<file path="src/design/tsm_pkg.sv">
// Shared types and constants for the two-wire sensor master.
package tsm_pkg;

	// Sequencer phases, one per half-bit action
	typedef enum logic [4:0] {
		PH_IDLE     = 5'd0,
		PH_RST_HI   = 5'd1,
		PH_RST_LO   = 5'd2,
		PH_ST0      = 5'd3,
		PH_ST1      = 5'd4,
		PH_ST2      = 5'd5,
		PH_ST3      = 5'd6,
		PH_ST4      = 5'd7,
		PH_TX_LOW   = 5'd8,
		PH_TX_DATA  = 5'd9,
		PH_TX_CLK   = 5'd10,
		PH_ACK_REL  = 5'd11,
		PH_ACK_POLL = 5'd12,
		PH_ACK_END  = 5'd13,
		PH_WAIT     = 5'd14,
		PH_READY    = 5'd15,
		PH_RX_LOW   = 5'd16,
		PH_RX_HI    = 5'd17,
		PH_RX_FALL  = 5'd18,
		PH_MA0      = 5'd19,
		PH_MA1      = 5'd20,
		PH_MA2      = 5'd21,
		PH_MA3      = 5'd22,
		PH_END0     = 5'd23,
		PH_END1     = 5'd24
	} phase_t;

	// Operation codes
	typedef enum logic [1:0] {
		OP_MEASURE  = 2'd0,
		OP_READ_SR  = 2'd1,
		OP_WRITE_SR = 2'd2,
		OP_CONN_RST = 2'd3
	} op_t;

	// Request kinds
	localparam logic KIND_TICK  = 1'b0;
	localparam logic KIND_START = 1'b1;

	// Configuration register indexes
	localparam logic REG_TIMEOUT      = 1'b0;
	localparam logic REG_TICKS_PER_MS = 1'b1;

	localparam logic [15:0] TIMEOUT_RESET      = 16'd255;
	localparam logic [15:0] TICKS_PER_MS_RESET = 16'd100;

	localparam logic [3:0]  RESET_CLOCKS  = 4'd9;
	localparam logic [3:0]  BYTE_BITS     = 4'd8;
	localparam logic [15:0] READ_FAIL_VAL = 16'h00ff;

	// One input request
	typedef struct packed {
		logic       kind;
		op_t        operation;
		logic [7:0] command_byte;
		logic [7:0] write_byte;
		logic [7:0] wait_time;
		logic       data_pin;
	} item_t;

	// One result
	typedef struct packed {
		logic        sck;
		logic        data_release;
		logic        busy_res;
		logic        done_res;
		logic [15:0] result_value;
		logic        status;
	} result_t;

endpackage

</file>
<file path="src/design/tsm_seq.sv">
// Pin sequencer: state registers and per-request next-state logic.
module tsm_seq (
	input  logic            clk,
	input  logic            arst_n,
	input  logic            step_en,
	input  tsm_pkg::item_t  item,
	input  logic [15:0]     timeout_limit,
	input  logic [15:0]     ticks_per_ms,
	output tsm_pkg::result_t res
);

	tsm_pkg::phase_t phase_q, phase_d;
	logic [3:0]  bit_index_q, bit_index_d;
	logic [7:0]  shift_q, shift_d;
	logic [15:0] poll_q, poll_d;
	logic [23:0] wait_q, wait_d;
	logic [7:0]  high_q, high_d;
	tsm_pkg::op_t pend_op_q, pend_op_d;
	logic [7:0]  pend_cmd_q, pend_cmd_d;
	logic [7:0]  pend_wr_q, pend_wr_d;
	logic [7:0]  pend_wait_q, pend_wait_d;
	logic        stage_q, stage_d;
	logic        sck_q, sck_d;
	logic        data_q, data_d;
	logic [15:0] held_value_q, held_value_d;
	logic        held_status_q, held_status_d;
	logic        done_q, done_d;

	logic [23:0] total;
	logic [3:0]  bit_inc;
	logic        poll_expired;
	logic        is_start;

	assign total        = 24'(pend_wait_q) * 24'(ticks_per_ms);
	assign bit_inc      = bit_index_q + 4'd1;
	assign poll_expired = (poll_q == timeout_limit);
	assign is_start     = (item.kind == tsm_pkg::KIND_START);

	// Next phase
	always_comb begin
		phase_d = phase_q;
		if (is_start) begin
			if (phase_q == tsm_pkg::PH_IDLE) begin
				phase_d = (item.operation == tsm_pkg::OP_CONN_RST) ?
					tsm_pkg::PH_RST_HI : tsm_pkg::PH_ST0;
			end
		end else begin
			case (phase_q)
				tsm_pkg::PH_IDLE:    phase_d = tsm_pkg::PH_IDLE;
				tsm_pkg::PH_RST_HI:  phase_d = tsm_pkg::PH_RST_LO;
				tsm_pkg::PH_RST_LO:  phase_d = (bit_inc >= tsm_pkg::RESET_CLOCKS) ?
					tsm_pkg::PH_ST0 : tsm_pkg::PH_RST_HI;
				tsm_pkg::PH_ST0:     phase_d = tsm_pkg::PH_ST1;
				tsm_pkg::PH_ST1:     phase_d = tsm_pkg::PH_ST2;
				tsm_pkg::PH_ST2:     phase_d = tsm_pkg::PH_ST3;
				tsm_pkg::PH_ST3:     phase_d = tsm_pkg::PH_ST4;
				tsm_pkg::PH_ST4:     phase_d = (pend_op_q == tsm_pkg::OP_CONN_RST) ?
					tsm_pkg::PH_IDLE : tsm_pkg::PH_TX_LOW;
				tsm_pkg::PH_TX_LOW:  phase_d = tsm_pkg::PH_TX_DATA;
				tsm_pkg::PH_TX_DATA: phase_d = tsm_pkg::PH_TX_CLK;
				tsm_pkg::PH_TX_CLK:  phase_d = (bit_inc >= tsm_pkg::BYTE_BITS) ?
					tsm_pkg::PH_ACK_REL : tsm_pkg::PH_TX_DATA;
				tsm_pkg::PH_ACK_REL: phase_d = tsm_pkg::PH_ACK_POLL;
				tsm_pkg::PH_ACK_POLL: begin
					if (!item.data_pin) phase_d = tsm_pkg::PH_ACK_END;
					else if (poll_expired) phase_d = tsm_pkg::PH_IDLE;
				end
				tsm_pkg::PH_ACK_END: begin
					case (pend_op_q)
						tsm_pkg::OP_MEASURE: phase_d = (total == 24'd0) ?
							tsm_pkg::PH_READY : tsm_pkg::PH_WAIT;
						tsm_pkg::OP_READ_SR: phase_d = tsm_pkg::PH_RX_LOW;
						tsm_pkg::OP_WRITE_SR: phase_d = stage_q ?
							tsm_pkg::PH_IDLE : tsm_pkg::PH_TX_LOW;
						default: phase_d = tsm_pkg::PH_IDLE;
					endcase
				end
				tsm_pkg::PH_WAIT: begin
					if (wait_q == 24'd1) phase_d = tsm_pkg::PH_READY;
				end
				tsm_pkg::PH_READY: begin
					if (!item.data_pin) phase_d = tsm_pkg::PH_RX_LOW;
					else if (poll_expired) phase_d = tsm_pkg::PH_IDLE;
				end
				tsm_pkg::PH_RX_LOW:  phase_d = tsm_pkg::PH_RX_HI;
				tsm_pkg::PH_RX_HI:   phase_d = tsm_pkg::PH_RX_FALL;
				tsm_pkg::PH_RX_FALL: begin
					if (bit_inc < tsm_pkg::BYTE_BITS) phase_d = tsm_pkg::PH_RX_HI;
					else if (pend_op_q == tsm_pkg::OP_MEASURE && !stage_q)
						phase_d = tsm_pkg::PH_MA0;
					else phase_d = tsm_pkg::PH_END0;
				end
				tsm_pkg::PH_MA0:     phase_d = tsm_pkg::PH_MA1;
				tsm_pkg::PH_MA1:     phase_d = tsm_pkg::PH_MA2;
				tsm_pkg::PH_MA2:     phase_d = tsm_pkg::PH_MA3;
				tsm_pkg::PH_MA3:     phase_d = tsm_pkg::PH_RX_LOW;
				tsm_pkg::PH_END0:    phase_d = tsm_pkg::PH_END1;
				tsm_pkg::PH_END1:    phase_d = tsm_pkg::PH_IDLE;
				default:             phase_d = tsm_pkg::PH_IDLE;
			endcase
		end
	end

	// Datapath, pin levels and finish outputs
	always_comb begin
		bit_index_d   = bit_index_q;
		shift_d       = shift_q;
		poll_d        = poll_q;
		wait_d        = wait_q;
		high_d        = high_q;
		pend_op_d     = pend_op_q;
		pend_cmd_d    = pend_cmd_q;
		pend_wr_d     = pend_wr_q;
		pend_wait_d   = pend_wait_q;
		stage_d       = stage_q;
		sck_d         = sck_q;
		data_d        = data_q;
		held_value_d  = held_value_q;
		held_status_d = held_status_q;
		done_d        = 1'b0;
		if (is_start) begin
			// Latch a new operation only when idle
			if (phase_q == tsm_pkg::PH_IDLE) begin
				pend_op_d   = item.operation;
				pend_cmd_d  = item.command_byte;
				pend_wr_d   = item.write_byte;
				pend_wait_d = item.wait_time;
				stage_d     = 1'b0;
				bit_index_d = 4'd0;
				poll_d      = 16'd0;
			end
		end else begin
			case (phase_q)
				tsm_pkg::PH_RST_HI: begin
					sck_d  = 1'b1;
					data_d = 1'b1;
				end
				tsm_pkg::PH_RST_LO: begin
					sck_d       = 1'b0;
					bit_index_d = (bit_inc >= tsm_pkg::RESET_CLOCKS) ? 4'd0 : bit_inc;
				end
				tsm_pkg::PH_ST0: begin
					sck_d  = 1'b1;
					data_d = 1'b1;
				end
				tsm_pkg::PH_ST1: data_d = 1'b0;
				tsm_pkg::PH_ST2: sck_d = 1'b0;
				tsm_pkg::PH_ST3: sck_d = 1'b1;
				tsm_pkg::PH_ST4: begin
					data_d = 1'b1;
					if (pend_op_q == tsm_pkg::OP_CONN_RST) begin
						held_value_d  = 16'd0;
						held_status_d = 1'b0;
						done_d        = 1'b1;
					end else begin
						shift_d     = pend_cmd_q;
						bit_index_d = 4'd0;
						stage_d     = 1'b0;
					end
				end
				tsm_pkg::PH_TX_LOW: sck_d = 1'b0;
				tsm_pkg::PH_TX_DATA: begin
					sck_d   = 1'b0;
					data_d  = shift_q[7];
					shift_d = {shift_q[6:0], 1'b0};
				end
				tsm_pkg::PH_TX_CLK: begin
					sck_d       = 1'b1;
					bit_index_d = (bit_inc >= tsm_pkg::BYTE_BITS) ? 4'd0 : bit_inc;
				end
				tsm_pkg::PH_ACK_REL: begin
					sck_d  = 1'b0;
					data_d = 1'b1;
					poll_d = 16'd0;
				end
				tsm_pkg::PH_ACK_POLL: begin
					sck_d  = 1'b1;
					data_d = 1'b1;
					if (item.data_pin) begin
						if (poll_expired) begin
							held_value_d  = (pend_op_q == tsm_pkg::OP_READ_SR) ?
								tsm_pkg::READ_FAIL_VAL : 16'd0;
							held_status_d = 1'b1;
							done_d        = 1'b1;
						end else begin
							poll_d = poll_q + 16'd1;
						end
					end
				end
				tsm_pkg::PH_ACK_END: begin
					sck_d  = 1'b0;
					data_d = 1'b1;
					case (pend_op_q)
						tsm_pkg::OP_MEASURE: begin
							poll_d = 16'd0;
							if (total != 24'd0) wait_d = total;
						end
						tsm_pkg::OP_READ_SR: begin
							stage_d     = 1'b0;
							bit_index_d = 4'd0;
						end
						tsm_pkg::OP_WRITE_SR: begin
							if (!stage_q) begin
								stage_d     = 1'b1;
								shift_d     = pend_wr_q;
								bit_index_d = 4'd0;
							end else begin
								held_value_d  = 16'd0;
								held_status_d = 1'b0;
								done_d        = 1'b1;
							end
						end
						default: begin
							held_value_d  = 16'd0;
							held_status_d = 1'b0;
							done_d        = 1'b1;
						end
					endcase
				end
				tsm_pkg::PH_WAIT: begin
					wait_d = wait_q - 24'd1;
					if (wait_q == 24'd1) poll_d = 16'd0;
				end
				tsm_pkg::PH_READY: begin
					if (!item.data_pin) begin
						bit_index_d = 4'd0;
						stage_d     = 1'b0;
					end else if (poll_expired) begin
						held_value_d  = 16'd0;
						held_status_d = 1'b1;
						done_d        = 1'b1;
					end else begin
						poll_d = poll_q + 16'd1;
					end
				end
				tsm_pkg::PH_RX_LOW: begin
					sck_d  = 1'b0;
					data_d = 1'b1;
				end
				tsm_pkg::PH_RX_HI: begin
					sck_d   = 1'b1;
					shift_d = {shift_q[6:0], item.data_pin};
				end
				tsm_pkg::PH_RX_FALL: begin
					sck_d = 1'b0;
					if (bit_inc < tsm_pkg::BYTE_BITS) begin
						bit_index_d = bit_inc;
					end else begin
						bit_index_d = 4'd0;
						if (pend_op_q == tsm_pkg::OP_MEASURE && !stage_q) begin
							high_d  = shift_q;
							stage_d = 1'b1;
						end
					end
				end
				tsm_pkg::PH_MA0: sck_d = 1'b0;
				tsm_pkg::PH_MA1: data_d = 1'b0;
				tsm_pkg::PH_MA2: sck_d = 1'b1;
				tsm_pkg::PH_MA3: sck_d = 1'b0;
				tsm_pkg::PH_END0: begin
					data_d = 1'b1;
					sck_d  = 1'b1;
				end
				tsm_pkg::PH_END1: begin
					sck_d         = 1'b0;
					held_value_d  = (pend_op_q == tsm_pkg::OP_MEASURE) ?
						{high_q, shift_q} : {8'd0, shift_q};
					held_status_d = 1'b0;
					done_d        = 1'b1;
				end
				default: ;
			endcase
		end
	end

	// Advance state once per request
	always_ff @(posedge clk or negedge arst_n) begin
		if (!arst_n) begin
			phase_q       <= tsm_pkg::PH_IDLE;
			bit_index_q   <= 4'd0;
			shift_q       <= 8'd0;
			poll_q        <= 16'd0;
			wait_q        <= 24'd0;
			high_q        <= 8'd0;
			pend_op_q     <= tsm_pkg::OP_MEASURE;
			pend_cmd_q    <= 8'd0;
			pend_wr_q     <= 8'd0;
			pend_wait_q   <= 8'd0;
			stage_q       <= 1'b0;
			sck_q         <= 1'b0;
			data_q        <= 1'b1;
			held_value_q  <= 16'd0;
			held_status_q <= 1'b0;
			done_q        <= 1'b0;
		end else if (step_en) begin
			phase_q       <= phase_d;
			bit_index_q   <= bit_index_d;
			shift_q       <= shift_d;
			poll_q        <= poll_d;
			wait_q        <= wait_d;
			high_q        <= high_d;
			pend_op_q     <= pend_op_d;
			pend_cmd_q    <= pend_cmd_d;
			pend_wr_q     <= pend_wr_d;
			pend_wait_q   <= pend_wait_d;
			stage_q       <= stage_d;
			sck_q         <= sck_d;
			data_q        <= data_d;
			held_value_q  <= held_value_d;
			held_status_q <= held_status_d;
			done_q        <= done_d;
		end
	end

	// Present the registered result
	always_comb begin
		res.sck          = sck_q;
		res.data_release = data_q;
		res.busy_res     = (phase_q != tsm_pkg::PH_IDLE);
		res.done_res     = done_q;
		res.result_value = held_value_q;
		res.status       = held_status_q;
	end

	a_done_idle: assert property (@(posedge clk) disable iff (!arst_n)
		done_q |-> phase_q == tsm_pkg::PH_IDLE)
		else $error("done flagged while sequencer busy");

	a_hold: assert property (@(posedge clk) disable iff (!arst_n)
		!step_en |=> $stable(phase_q) && $stable(held_value_q) && $stable(done_q))
		else $error("state moved without a request");

	a_start: assert property (@(posedge clk) disable iff (!arst_n)
		step_en && is_start && phase_q == tsm_pkg::PH_IDLE |=>
			phase_q == tsm_pkg::PH_RST_HI || phase_q == tsm_pkg::PH_ST0)
		else $error("start from idle did not launch an operation");

	a_bit_range: assert property (@(posedge clk) disable iff (!arst_n)
		bit_index_q <= tsm_pkg::RESET_CLOCKS)
		else $error("bit counter out of range");

endmodule

</file>
<file path="src/design/two_wire_sensor_master.sv">
// Two-wire humidity sensor master: top level with request and result registers.
//
// Requests arrive on the in_valid/in_ready channel: kind 1 starts an operation
// (measure, read status, write status, connection reset), kind 0 is one half-bit
// time tick on which the sequencer drives sck and the data line and samples
// data_pin. Every request yields exactly one result on out_valid/out_ready
// carrying the pin levels, busy/done flags and the last finished value/status.
// A request is held in an input register, then one pass of the sequencer logic
// updates the state and result registers and raises out_valid, and one request
// is taken every cycle while results drain.
// If the receiver stalls, the finished result holds, one more request waits in
// the input register, and in_ready drops until the result is taken.
// The cfg channel, always ready, writes timeout_limit (index 0) and ticks_per_ms
// (index 1); the user must use it while the block is idle (not enforced).
// Reset clears both channels, returns the sequencer to idle with sck low and
// data released, and loads timeout_limit 255 and ticks_per_ms 100.
module two_wire_sensor_master (
	input  logic        clk,
	input  logic        arst_n,
	input  logic        in_valid,
	output logic        in_ready,
	input  logic        kind,
	input  logic [1:0]  operation,
	input  logic [7:0]  command_byte,
	input  logic [7:0]  write_byte,
	input  logic [7:0]  wait_time,
	input  logic        data_pin,
	output logic        out_valid,
	input  logic        out_ready,
	output logic        sck,
	output logic        data_release,
	output logic        busy_res,
	output logic        done_res,
	output logic [15:0] result_value,
	output logic        status,
	input  logic        cfg_valid,
	output logic        cfg_ready,
	input  logic        cfg_index,
	input  logic [15:0] cfg_data
);

	tsm_pkg::item_t   item_s1;
	logic             valid_s1;
	logic             out_valid_q;
	logic             step;
	logic [15:0]      timeout_q;
	logic [15:0]      tpm_q;
	tsm_pkg::result_t res;

	assign step      = valid_s1 && (!out_valid_q || out_ready);
	assign in_ready  = !valid_s1 || step;
	assign cfg_ready = 1'b1;

	// Capture request
	always_ff @(posedge clk or negedge arst_n) begin
		if (!arst_n) begin
			valid_s1 <= 1'b0;
		end else if (in_ready) begin
			valid_s1 <= in_valid;
		end
	end

	always_ff @(posedge clk) begin
		if (in_valid && in_ready) begin
			item_s1.kind         <= kind;
			item_s1.operation    <= tsm_pkg::op_t'(operation);
			item_s1.command_byte <= command_byte;
			item_s1.write_byte   <= write_byte;
			item_s1.wait_time    <= wait_time;
			item_s1.data_pin     <= data_pin;
		end
	end

	// Track result register occupancy
	always_ff @(posedge clk or negedge arst_n) begin
		if (!arst_n) begin
			out_valid_q <= 1'b0;
		end else if (step) begin
			out_valid_q <= 1'b1;
		end else if (out_ready) begin
			out_valid_q <= 1'b0;
		end
	end

	// Configuration registers
	always_ff @(posedge clk or negedge arst_n) begin
		if (!arst_n) begin
			timeout_q <= tsm_pkg::TIMEOUT_RESET;
			tpm_q     <= tsm_pkg::TICKS_PER_MS_RESET;
		end else if (cfg_valid && cfg_ready) begin
			case (cfg_index)
				tsm_pkg::REG_TIMEOUT:      timeout_q <= cfg_data;
				tsm_pkg::REG_TICKS_PER_MS: tpm_q     <= cfg_data;
				default: ;
			endcase
		end
	end

	tsm_seq u_seq (
		.clk           (clk),
		.arst_n        (arst_n),
		.step_en       (step),
		.item          (item_s1),
		.timeout_limit (timeout_q),
		.ticks_per_ms  (tpm_q),
		.res           (res)
	);

	assign out_valid    = out_valid_q;
	assign sck          = res.sck;
	assign data_release = res.data_release;
	assign busy_res     = res.busy_res;
	assign done_res     = res.done_res;
	assign result_value = res.result_value;
	assign status       = res.status;

	a_stall_hold: assert property (@(posedge clk) disable iff (!arst_n)
		out_valid_q && !out_ready |=> out_valid_q && $stable(result_value) && $stable(sck))
		else $error("stalled result changed");

	a_no_step_full: assert property (@(posedge clk) disable iff (!arst_n)
		step |-> !out_valid_q || out_ready)
		else $error("result overwritten before it was taken");

endmodule

</file>
<file path="config.mk">
export PLATFORM = sky130hd
export DESIGN_NAME = two_wire_sensor_master
export DESIGN_NICKNAME = d
export VERILOG_FILES = /design/src/design/tsm_pkg.sv /design/src/design/tsm_seq.sv /design/src/design/two_wire_sensor_master.sv
export SDC_FILE = /design/constraint.sdc
export NUM_CORES = 1
export LEC_CHECK = 0
export ABC_AREA = 1
export BUFFER_PORTS_ARGS = -buffer_cell sky130_fd_sc_hd__buf_4
export CORE_ASPECT_RATIO = 1.1
export CORE_MARGIN = 2
export CORE_UTILIZATION = 50
export CTS_CLUSTER_DIAMETER = 60
export DETAILED_ROUTE_END_ITERATION = 16
export GPL_ROUTABILITY_DRIVEN = 0
export PLACE_DENSITY = 0.65
export SETUP_SLACK_MARGIN = 0.02
export SYNTH_ARGS = -nofsm -noshare
export SYNTH_HDL_FRONTEND = slang
export SYNTH_SLANG_ARGS = --single-unit
</file>
<file path="constraint.sdc">
create_clock -name clk -period 7.17 [get_ports clk]
set_clock_uncertainty 0.15 [all_clocks]
set_input_delay 0 -clock clk [delete_from_list [all_inputs] [get_ports clk]]
set_output_delay 0 -clock clk [all_outputs]
set_load 0.02 [all_outputs]
</file>
==> run_results.csv <==
group,metric,value,unit
die,pin_count,74,
place,place_area,0.0140,sq mm
grt,grt_pass1_wl,55700,um
logic_synthesis,ys_top_cells_by_area,"dfrtp_1, nand2_1, fa_1, inv_1, edfxtp_1",
clock_network,cts_hold_buffers,49,
logic_synthesis,yosysWarnings,0,
sta,finalHoldViolCount,0,
sta,fmax,169,MHz
clock_network,cts_root_buf,"clkbuf_16",
layout,syn_to_final_growth,13.6,%
clock_network,cts_setup_buffers,0,
pwr,leakagePower,0.00782,uW
clock_network,cts_max_path_buffers,2,
sta,setup_violations,0,
logic_synthesis,synth_edf_count,28,
logic_synthesis,avgSynthCellArea,7.68,sq um
setup_path,crit_arrival,6.15,ns
layout,drive_gt1_share,9.14,%
worst_hold_path,hold_class,"primary input to async pin",
setup_path,worstPathRequired,7.41,ns
sta,rsz0062_at_grt,"no",
pwr,irDropWorstVdd,252,uV
die,initial_core_util,50.8,%
setup_path,cp-end-kind,"register",
clock_network,clkLatencyLatePin,0.45,ns
logic_synthesis,synth-seq-cells,174,
route,drc,0,
route,via_per_inst,5.22,
route,dr.pass1.iters,5,
route,drt-total-wl,32400,um
die,die_width,159,um
die,core,0.0261,sq mm
grt,track_usage,24.7,%
logic_synthesis,synthCells,1729,
place,port_buffers,72,
status,status,"completed",
sta,tightest_slew,1.12,ns
sta,relSlewSlack,25.2,%
pwr,finalPower,6370,uW
clock_network,cts_tree,"yes",
clock_network,cts_inserted_buffers,17,
setup_path,crit_start,"u_seq.pend_wait_q[2]",
route,drt_first_iter_violations,946,
run,maxCapViolations,0,
logic_synthesis,synth_top_area_share,25.3,%
logic_synthesis,ys_async_sr_fraction,83.9,%
setup_path,crit_type,"register to register",
grt,grt_start_max_net_pins,93,
clock_network,clk_pin_slew,0.08,ns
logic_synthesis,synth_cell_type_count,54,
layout,post_layout_nonfiller_instances,2168,
logic_synthesis,yosys_most_used_dff,"dfrtp_1",
layout,insertedDiodeCount,0,
route,postRouteAntennaNets,0,
place,dp_cells,2087,
layout,finalInstanceArea,0.0151,sq mm
grt,grt_overflow_total,0,
die,die-height,175,um
setup_path,timing.rr.start,"u_seq.pend_wait_q[2]",
clock_network,cts_sinks,174,
setup_path,cp_max_fo,25,
die,design.die.area,0.0279,sq mm
logic_synthesis,yosysMostFrequentCell,"nand2_1",
logic_synthesis,netlist_area,0.0133,sq mm
route,wl_per_cell,14.9,um
sta,period_minus_slack,5.90,ns
layout,final_nets,1992,
logic_synthesis,yosysTopAreaCell,"dfrtp_1",
clock_network,htree_levels,4,
logic_synthesis,synth_fp_nets,1918,
sta,slew_viol_final,0,
sta,tns,0,ns
route,vias,11316,
pwr,power.density,422,mW/mm^2
die,placementRows,62,
logic_synthesis,synthTopCellsByCount,"nand2_1, inv_1, dfrtp_1",
setup_path,start_kind,"register",
sta,finalCritPeriodShare,82.4,%
clock_network,post_cts_resized,0,
grt,antenna_found_initial,0,
layout,n_fill_cell,2430,
place,dp_hpwl,23900,um
grt,grt_pass1_vias,11634,
logic_synthesis,synth_seq_area_share,34.0,%
## critical path, stage by stage, from the launching register on
cell,delay [ns]
dfrtp_1,0.81
nand2_1,0.20
fa_1,0.56
fa_1,0.57
fa_1,0.42
fa_1,0.52
inv_1,0.05
ha_1,0.34
nand2_1,0.08
nand2_1,0.08
inv_1,0.08
nand2_1,0.09
xnor2_1,0.37
nand2_1,0.11
nor2_1,0.12
nand3_1,0.10
nor2_2,0.15
nand3_2,0.44
nand2_4,0.43
nand2_1,0.11
nand2_1,0.07
## routing by layer
layer	wire, um	global-route usage (%)	up-vias
met2	15900	43.7	327
met3	1310	3.30	86
li1	-	-	5552
met4	1110	9.62	0
met1	14000	30.8	5351
met5	0	0	-
## worst paths after layout
path,to,cells after the start,slack (ns)
max,u_seq.wait_q[19],20,1.27
min,u_seq.wait_q[1],2,0.06
max reg2reg,u_seq.wait_q[19],20,1.27
min reg2reg,u_seq.pend_cmd_q[1],2,0.30
max in group asynchronous,u_seq.wait_q[18],3,5.57
min in group clk,item_s1[24],2,0.11
## area by class of cell
class / instances / area (sq um) / share of cell area, %
Inverter: 289 / 1080 / 7.19
Clock inverter: 15 / 186 / 1.24
Multi-Input combinational cell: 1197 / 7380 / 48.9
Timing Repair Buffer: 124 / 1060 / 7.01
Clock buffer: 17 / 425 / 2.82
Tap cell: 352 / 440 / 2.92
Sequential cell: 174 / 4510 / 29.9
## where the power goes
group,internal (uW),switching (uW)
Clock,475,470
Combinational,1480,2490
Sequential,1180,272
## flip-flops by register name (all words and copies together) (netlist names)
register             flops
item_s1                 28
out_valid                1
timeout_q               16
tpm_q                   16
u_seq.bit_index_q        4
u_seq.data_q             1
u_seq.done_q             1
u_seq.held_status_q      1
u_seq.held_value_q      16
u_seq.high_q             8
u_seq.pend_cmd_q         8
u_seq.pend_op_q          2
u_seq.pend_wait_q        8
u_seq.pend_wr_q          8
u_seq.phase_q            5
u_seq.poll_q            16
u_seq.sck_q              1
u_seq.shift_q            8
u_seq.stage_q            1
u_seq.wait_q            24
valid_s1                 1
## kinds of logic (layout without fill, tap and decap cells)
| family | Yosys count | count (layout) | synth area share, % |
|---|---|---|---|
| XOR/XNOR | 41 | 41 | 2.71 |
| AND/OR/NAND/NOR | 798 | 798 | 25.5 |
| other | 1 | 1 | 0.0283 |
| flip-flops | 174 | 174 | 34.0 |
| multiplexers | 9 | 9 | 0.679 |
| buffers and inverters | 358 | 445 | 10.5 |
| adder cells (fa/ha/maj) | 139 | 139 | 17.9 |
| AO/OA/AOI/OAI | 209 | 209 | 8.73 |
## cells in the final DEF (no fill, tap or decap), drive strengths merged, types with 3 or more instances in the layout
master	Yosys	routed
or2	3	3
dfstp	12	12
clkinv	0	7
dfrtp	134	134
dlygate4sd3	0	49
edfxtp	28	28
nor3b	3	3
nand3b	6	6
o31ai	6	6
clkbuf	54	17
a211oi	3	3
buf	15	75
nand3	86	86
mux2i	9	9
nor4	11	11
nand2	522	522
xnor2	22	22
nor2	126	126
xor2	19	19
nand4	21	21
a21oi	44	44
a221oi	6	6
o21ai	126	126
nor3	20	20
a31oi	9	9
fa	84	84
ha	55	55
inv	289	297
## through the flow
stage / worst slack [ns] / hold slack (ns) / util (%)
floorplan: 2.20 / -0.446 / -
global placement: 1.43 / -0.000369 / 53.5
detailed placement: 1.27 / 0.00118 / 53.5
CTS: 1.26 / 0.0921 / 57.7
global route: 0.737 / 0.105 / 57.7
finish: 1.27 / 0.0612 / 57.7
No activity file was read; power rests on OpenSTA's default activity.
